## src/psj_pkg.sv

```systemverilog
// Package for the pulse segment joiner: transaction payload types, the
// command and status structs between controller and datapath, and constants.
// No dependencies.
package psj_pkg;

   localparam int SEGMENTS_DEFAULT = 8;
   localparam int JOIN_MIN_SEGMENTS = 4;
   localparam int JOIN_CHANGES = 2;

   typedef struct packed {
      logic        level_high;
      logic [15:0] pulse_period;
      logic [15:0] active_time;
   } psj_req_type;

   typedef struct packed {
      logic [15:0] joined_period;
      logic [15:0] joined_high;
      logic        overflow;
   } psj_rsp_type;

   typedef struct packed {
      logic capture;
      logic append_active;
      logic append_rest;
      logic walk_start;
      logic walk_step;
      logic emit_join;
      logic emit_overflow;
   } psj_cmd_type;

   typedef struct packed {
      logic full;
      logic join_ready;
      logic walk_stop;
      logic out_free;
   } psj_status_type;

endpackage

```

## src/psj_ctrl.sv

```systemverilog
// Controller state machine of the pulse segment joiner.
// Depends on psj_pkg for the command and status structs.
module psj_ctrl
   import psj_pkg::*;
(
   input  logic           clock,
   input  logic           reset,
   input  logic           req_valid,
   output logic           req_ready,
   input  psj_status_type status,
   output psj_cmd_type    cmd
);

   typedef enum logic [2:0] {
      ST_IDLE,
      ST_APPEND_ACTIVE,
      ST_APPEND_REST,
      ST_CHECK,
      ST_WALK,
      ST_EMIT,
      ST_OVERFLOW
   } state_type;

   state_type state_ff;
   state_type state_in;

   assign req_ready = (state_ff == ST_IDLE);

   always_comb begin
      state_in = state_ff;
      cmd = '0;
      unique case (state_ff)
         ST_IDLE: begin
            if (req_valid) begin
               cmd.capture = 1'b1;
               state_in = ST_APPEND_ACTIVE;
            end
         end
         ST_APPEND_ACTIVE: begin
            if (status.full) begin
               state_in = ST_OVERFLOW;
            end else begin
               cmd.append_active = 1'b1;
               state_in = ST_APPEND_REST;
            end
         end
         ST_APPEND_REST: begin
            cmd.append_rest = 1'b1;
            state_in = ST_CHECK;
         end
         ST_CHECK: begin
            cmd.walk_start = 1'b1;
            state_in = status.join_ready ? ST_WALK : ST_IDLE;
         end
         ST_WALK: begin
            cmd.walk_step = 1'b1;
            if (status.walk_stop) begin
               state_in = ST_EMIT;
            end
         end
         ST_EMIT: begin
            if (status.out_free) begin
               cmd.emit_join = 1'b1;
               state_in = ST_IDLE;
            end
         end
         ST_OVERFLOW: begin
            if (status.out_free) begin
               cmd.emit_overflow = 1'b1;
               state_in = ST_IDLE;
            end
         end
         default: begin
            state_in = ST_IDLE;
         end
      endcase
   end

   always_ff @(posedge clock) begin
      if (reset) begin
         state_ff <= ST_IDLE;
      end else begin
         state_ff <= state_in;
      end
   end

endmodule

```

## src/psj_datapath.sv

```systemverilog
// Datapath of the pulse segment joiner: segment buffer, change tracking,
// join accumulators and the result register. Depends on psj_pkg.
module psj_datapath
   import psj_pkg::*;
#(
   parameter int SEGMENTS = SEGMENTS_DEFAULT
) (
   input  logic           clock,
   input  logic           reset,
   input  psj_req_type    req_data,
   input  psj_cmd_type    cmd,
   output psj_status_type status,
   output logic           rsp_valid,
   input  logic           rsp_ready,
   output psj_rsp_type    rsp_data
);

   localparam int CW = $clog2(SEGMENTS + 1);
   localparam int IW = $clog2(SEGMENTS);

   psj_req_type req_ff, req_in;
   logic        lvl_ff [SEGMENTS];
   logic        lvl_in [SEGMENTS];
   logic [15:0] time_ff [SEGMENTS];
   logic [15:0] time_in [SEGMENTS];
   logic [CW-1:0] count_ff, count_in;
   logic [CW-1:0] changes_ff, changes_in;
   logic        last_ff, last_in;
   logic        walk_last_ff, walk_last_in;
   logic        walk_changed_ff, walk_changed_in;
   logic [15:0] sum_all_ff, sum_all_in;
   logic [15:0] sum_high_ff, sum_high_in;
   psj_rsp_type rsp_ff, rsp_in;
   logic        rsp_valid_ff, rsp_valid_in;

   logic        app_en;
   logic        app_lvl;
   logic [15:0] app_time;
   logic        walk_stop;

   assign walk_stop = walk_changed_ff && (lvl_ff[0] != walk_last_ff);

   assign status.full       = (count_ff >= CW'(SEGMENTS - 1));
   assign status.join_ready = (count_ff >= CW'(JOIN_MIN_SEGMENTS)) &&
                              (changes_ff >= CW'(JOIN_CHANGES));
   assign status.walk_stop  = walk_stop;
   assign status.out_free   = !rsp_valid_ff || rsp_ready;

   assign rsp_valid = rsp_valid_ff;
   assign rsp_data  = rsp_ff;

   always_comb begin
      app_en   = 1'b0;
      app_lvl  = req_ff.level_high;
      app_time = req_ff.active_time;
      if (cmd.append_active) begin
         app_en = !(!req_ff.level_high && (count_ff == '0));
      end else if (cmd.append_rest) begin
         app_en   = (req_ff.pulse_period > req_ff.active_time);
         app_lvl  = ~req_ff.level_high;
         app_time = req_ff.pulse_period - req_ff.active_time;
      end
   end

   always_comb begin
      req_in          = cmd.capture ? req_data : req_ff;
      lvl_in          = lvl_ff;
      time_in         = time_ff;
      count_in        = count_ff;
      changes_in      = changes_ff;
      last_in         = last_ff;
      walk_last_in    = walk_last_ff;
      walk_changed_in = walk_changed_ff;
      sum_all_in      = sum_all_ff;
      sum_high_in     = sum_high_ff;
      rsp_in          = rsp_ff;
      rsp_valid_in    = rsp_valid_ff && !rsp_ready;

      if (app_en) begin
         lvl_in[count_ff[IW-1:0]]  = app_lvl;
         time_in[count_ff[IW-1:0]] = app_time;
         if ((count_ff != '0) && (app_lvl != last_ff)) begin
            changes_in = changes_ff + CW'(1);
         end
         last_in  = app_lvl;
         count_in = count_ff + CW'(1);
      end

      if (cmd.walk_start) begin
         sum_all_in      = '0;
         sum_high_in     = '0;
         walk_last_in    = lvl_ff[0];
         walk_changed_in = 1'b0;
      end

      if (cmd.walk_step) begin
         if (walk_stop) begin
            changes_in = changes_ff - CW'(JOIN_CHANGES);
         end else begin
            if (lvl_ff[0] != walk_last_ff) begin
               walk_changed_in = 1'b1;
               walk_last_in    = lvl_ff[0];
            end
            sum_all_in = sum_all_ff + time_ff[0];
            if (lvl_ff[0]) begin
               sum_high_in = sum_high_ff + time_ff[0];
            end
            for (int j = 0; j < SEGMENTS - 1; j++) begin
               lvl_in[j]  = lvl_ff[j + 1];
               time_in[j] = time_ff[j + 1];
            end
            count_in = count_ff - CW'(1);
         end
      end

      if (cmd.emit_join) begin
         rsp_in.joined_period = sum_all_ff;
         rsp_in.joined_high   = sum_high_ff;
         rsp_in.overflow      = 1'b0;
         rsp_valid_in         = 1'b1;
      end else if (cmd.emit_overflow) begin
         rsp_in.joined_period = '0;
         rsp_in.joined_high   = '0;
         rsp_in.overflow      = 1'b1;
         rsp_valid_in         = 1'b1;
      end
   end

   always_ff @(posedge clock) begin
      req_ff          <= req_in;
      lvl_ff          <= lvl_in;
      time_ff         <= time_in;
      last_ff         <= last_in;
      walk_last_ff    <= walk_last_in;
      walk_changed_ff <= walk_changed_in;
      sum_all_ff      <= sum_all_in;
      sum_high_ff     <= sum_high_in;
      rsp_ff          <= rsp_in;
      if (reset) begin
         count_ff     <= '0;
         changes_ff   <= '0;
         rsp_valid_ff <= 1'b0;
      end else begin
         count_ff     <= count_in;
         changes_ff   <= changes_in;
         rsp_valid_ff <= rsp_valid_in;
      end
   end

endmodule

```

## src/pulse_segment_joiner_unit.sv

```systemverilog
// Top level of the pulse segment joiner; depends on psj_pkg, psj_ctrl and psj_datapath.
// After acceptance, a transaction appends its active and rest segments, then checks
// for a join; with no join it ends without a result. A full buffer gives an overflow
// result instead, and a join walks the buffer, summing segments until the walk stops.
// One transaction is in work at a time; a new one is taken only back in idle.
// Reset is synchronous and active high and empties the segment buffer.
module pulse_segment_joiner_unit
   import psj_pkg::*;
#(
   parameter int SEGMENTS = SEGMENTS_DEFAULT
) (
   input  logic        clock,
   input  logic        reset,
   input  logic        req_valid,
   output logic        req_ready,
   input  psj_req_type req_data,
   output logic        rsp_valid,
   input  logic        rsp_ready,
   output psj_rsp_type rsp_data
);

   psj_cmd_type    cmd;
   psj_status_type status;

   psj_ctrl u_ctrl (
      .clock     (clock),
      .reset     (reset),
      .req_valid (req_valid),
      .req_ready (req_ready),
      .status    (status),
      .cmd       (cmd)
   );

   psj_datapath #(
      .SEGMENTS (SEGMENTS)
   ) u_datapath (
      .clock     (clock),
      .reset     (reset),
      .req_data  (req_data),
      .cmd       (cmd),
      .status    (status),
      .rsp_valid (rsp_valid),
      .rsp_ready (rsp_ready),
      .rsp_data  (rsp_data)
   );

   a_overflow_zero: assert property (@(posedge clock) disable iff (reset)
      (rsp_valid && rsp_data.overflow) |->
         (rsp_data.joined_period == '0) && (rsp_data.joined_high == '0))
      else $error("Overflow result carries nonzero sums.");

   a_one_in_work: assert property (@(posedge clock) disable iff (reset)
      (req_valid && req_ready) |=> !req_ready)
      else $error("Second transaction accepted while one is in work.");

   a_emit_when_free: assert property (@(posedge clock) disable iff (reset)
      (cmd.emit_join || cmd.emit_overflow) |-> status.out_free)
      else $error("Result register loaded while still occupied.");

endmodule
```

## config.mk

```make
export PLATFORM = sky130hd
export DESIGN_NAME = pulse_segment_joiner_unit
export DESIGN_NICKNAME = d
export VERILOG_FILES = /design/src/psj_pkg.sv /design/src/psj_ctrl.sv /design/src/psj_datapath.sv /design/src/pulse_segment_joiner_unit.sv
export SDC_FILE = /design/constraint.sdc
export NUM_CORES = 1
export LEC_CHECK = 0
export BUFFER_PORTS_ARGS = -buffer_cell sky130_fd_sc_hd__buf_2
export CAP_MARGIN = 5
export CORE_ASPECT_RATIO = 1.1
export CORE_MARGIN = 5
export CORE_UTILIZATION = 49
export DETAILED_ROUTE_END_ITERATION = 6
export GPL_ROUTABILITY_DRIVEN = 0
export GPL_TIMING_DRIVEN = 0
export PLACE_DENSITY = 0.76
export SETUP_SLACK_MARGIN = 0.5
export SYNTH_ARGS = -nofsm -noshare
export SYNTH_HDL_FRONTEND = slang
export SYNTH_HIERARCHICAL = 1
export SYNTH_SLANG_ARGS = --single-unit
```

## constraint.sdc

```tcl
create_clock -name clock -period 3.3 [get_ports clock]
set_clock_uncertainty 0.15 [all_clocks]
set_input_delay 0.33 -clock clock [delete_from_list [all_inputs] [get_ports clock]]
set_output_delay 0.33 -clock clock [all_outputs]
set_load 0.1 [all_outputs]
```

==> key figures <==
Cells and area
  – Final-layout fill cell count: about 1900
  – Multi-input gate area: roughly 0.0065 mm^2
  – Share of layout cells above drive strength 1: 0.226
  – Final Net Count: roughly 1500
  – Leading cell type in the layout, fill and taps excluded: nand2_1
  – Layout Area Growth over Synthesis: 28.4%
  – Fin area: ~0.016 mm^2
  – N_diodes: 0
  – Final core utilization: 0.638
  – Most frequent cells in the layout: nand2_1 (163), dfxtp_1 (155), o21ai_1 (115)
  – Register area: 0.00583 mm^2
  – Finished Layout Cells: about 1800

Floorplan
  – Die W: between 150 and 200 um
  – Core ar.: between 0.02 and 0.025 mm^2
  – Initial Utilization: 0.497
  – Die area: 0.0281 mm^2
  – Num rows: 60
  – Num ports: 72
  – DIE HEIGHT: around 180 um

STA
  – Final Worst Setup Slack: -4.01 ps
  – Peak Freq: 0.303 GHz
  – Final setup TNS: -7.21 ps
  – Tmin final: between 3000 and 4000 ps
  – Worst Hold Slack: ~35 ps
  – Final Hold Vio Count: 0
  – Slew Limit Fails: 0
  – Final setup fails: 2
  – Slew at the pin with the worst max-slew slack: a little under 900 ps
  – Worst relative slew slack: 0.412
  – RSZ-0062 raised after global routing: yes
  – Tcrit/Tclk final: 1.00

Global routing
  – Tot GR Track Use: 0.205
  – Most used routing layer: met2
  – Initial antenna violation count: 0
  – Grt met2 use: 0.386
  – Met3 usage: 0.0269
  – Pin count of the biggest net entering global routing: 34
  – Vias in the first global route: between 9000 and 10000
  – Global-route wire length before repair: 48500 um
  – M1 GR Usage: 0.233
  – Grt ovf: 0

Route
  – DR vias/cell: 5.69
  – Detail Route Antenna Nets: 0
  – DRC viols: 0
  – Routed wire length: around 31000 um
  – Wirelength per Cell: 17.4 um
  – First-pass DRT Iterations: 7
  – Vias: 10200
  – DR iter-0 viols: a little over 600

Synth
  – Fraction of registers with async set/reset: 0
  – Seq/Total Area, Yosys: 0.478
  – Syn Inst Count: ~1300
  – Mapped Area: 0.0122 mm^2
  – Net Count, Synth: 1355
  – Synth Area in Adders: 0.0584
  – Proportion of synthesized area in mux cells: 0.0860
  – Flops & latches, synth: 249
  – Post-synth EDFFs: 83
  – Yosys cell types: 72
  – Post-Synth Simple-Gate Area: 0.165
  – Avg Inst Size Synth: 9.63 um^2
  – Ys Warns: 6
  – Post-Synth XOR/XNOR Area: 0.0229
  – Compound-cell area share of the yosys netlist: 0.145
  – Largest family of logic cells by synthesized area: simple AND/OR/NAND/NOR gates
  – Ys flop type: dfxtp_1

CTS
  – Clock Path Buffers: 3
  – Root buffer cell: clkbuf_16
  – CTS clk-pin slew, worst paths: about 60 ps
  – Clk_lat worst skew: ~520 ps
  – TritonCTS Buffers: 26
  – Clk sink count: between 200 and 250
  – H-tree Lvls: 1
  – CTS tree: yes

Power
  – Seq pwr share: 0.436
  – Logic pwr share: 0.250
  – Clk pwr share: 0.315
  – Sw Ratio: 0.303
  – Pint: around 6.5 mW
  – Worst vdd ir: 0.451 mV
  – Pleak: about 6.2 nW
  – Total Power: 9.38 mW
  – PD cells: around 600 mW/mm^2
  – Psw: 2.84 mW

Setup path
  – Crit path required time: about 3600 ps
  – Cell count along the critical path: 14
  – Setup CP Type: reg -> reg
  – Crit path arrival time: 3550 ps
  – Reg2reg start: u_datapath/req_ff[0]
  – Capturing point of the worst reg2reg path: u_datapath/time_ff[30]
  – R2r worst-path depth: 14
  – Crit path capture type: flop
  – Critical Path, Cell by Cell: ha_2 -> fa_2 -> and2b_2 -> o2111ai_4 -> and3_4 -> o311a_1 -> buf_6 -> nor3_4 -> buf_4 -> and3_4 -> buf_12 -> buf_8 -> mux2i_1 -> o21ai_1
  – Crit path top cell by count: and3_4
  – R2r setup slk: -4 ps
  – Worst Path Buf+Inv: 4
  – Worst setup path start: u_datapath/req_ff[0]
  – Largest stage delay on the critical path: slightly below 400 ps
  – Slowest cell on crit path: edfxtp_1
  – Critical Path Start Type: flop
  – Largest delay contributor family on the critical path: simple AND/OR/NAND/NOR gates
  – Crit path to: u_datapath/time_ff[30]
  – Crit path max fanout: 5

Outcome
  – Status: finished with violations
  – Failing checks: setup timing

Placed design
  – Dpl ws: -215 ps
  – Placement Cell Area: about 0.013 mm^2
  – Placed cell count: 1644
  – DPL Wire Length: slightly below 20000 um
  – Port Buffers: 71

Min path
  – Type of the worst min-delay path: in -> reg

Run
  – MaxCap Viol Count: 0
==> worst min-delay path by stage <==
stage                   start  cells past startpoint  slack (ps)                     end
global route        req_valid                      4          60      u_ctrl/state_ff[0]
floorplan               reset                      1         250      u_ctrl/state_ff[0]
finish              req_valid                      4          30      u_ctrl/state_ff[0]
detailed placement       flop                      2         280  u_datapath/time_ff[22]
global placement         flop                      2         270  u_datapath/time_ff[20]
CTS                 req_valid                      4          20      u_ctrl/state_ff[0]
==> repair_timing <==
| item | in CTS | in global routing |
|---|---|---|
| setup endpoints to repair | 212 | 178 |
| setup buffers | 36 | 16 |
| endpoints found under the hold margin | 36 | 0 |
| pin swaps | 41 | 44 |
| hold buffers | 34 | 0 |
| gates cloned | 5 | 2 |
| gates resized for setup | 138 | 108 |
==> layer usage <==
layer | vias to the layer above | wire length [um] | part of all wire
met5 | - | 0 | 0
met2 | 339 | 16300 | 0.53
met4 | 0 | 1240 | 0.040
li1 | 4884 | - | -
met3 | 92 | 1490 | 0.048
met1 | 4845 | 12000 | 0.39
==> power groups by stage <==
stage	Clock (mW)	Sequential (mW)	Combinational (mW)
final	2.95	4.08	2.34
after global routing	3.15	4.13	2.57
after floorplan	0	3.97	1.45
after detailed placement	0	4.07	1.78
after CTS	3.00	4.03	2.05
after global placement	0	4.06	1.71
==> layout make-up <==
type                    count  area share
multi-input cells         896       0.415
clock inverters            15     0.00793
inverters                  53      0.0133
repair buffers            164      0.0901
flip-flops and latches    249       0.373
clock buffers              33      0.0481
plain buffers              65      0.0271
well taps                 310      0.0248
==> state kept, by name, summed over array words and instances, names as in the netlist, named ones only <==
signal	flops
u_ctrl/state_ff	3
u_datapath/changes_ff	4
u_datapath/count_ff	4
u_datapath/last_ff	1
u_datapath/lvl_ff	7
u_datapath/req_ff	33
u_datapath/rsp_data	33
u_datapath/rsp_valid	1
u_datapath/sum_all_ff	16
u_datapath/sum_high_ff	16
u_datapath/time_ff	112
u_datapath/walk_changed_ff	1
u_datapath/walk_last_ff	1
==> worst reg2reg max path, cell delays in order, from the launching register on <==
cell and delay, ps:
edfxtp_1 390, ha_2 200, fa_2 330, and2b_2 260
o2111ai_4 120, and3_4 190, o311a_1 320, buf_6 150
nor3_4 180, buf_4 150, and3_4 190, buf_12 120
buf_8 130, mux2i_1 230, o21ai_1 80
==> cell usage after synthesis, drive strengths merged, types with 10 or more instances <==
library cell	number	area [um^2]
nor2	67	267
o211ai	11	92.6
dfxtp	166	3320
and3	15	98.8
nand2	169	642
nor3	20	123
clkbuf	46	173
a21oi	24	120
or3	10	62.6
and2	42	263
ha	52	651
inv	53	199
xor2	17	149
o31ai	13	108
a21o	11	82.6
nand3	54	270
edfxtp	83	2490
xnor2	14	130
o21ai	172	865
mux2i	100	1000
buf	19	163
==> kinds of logic after synthesis <==
logic type	Yosys count
simple gates	415
compound gates	291
flops	249
buf+inv	118
mux	104
fa+ha+maj	55
xor+xnor	31
Note: power is estimated with default switching activity, not from simulation.
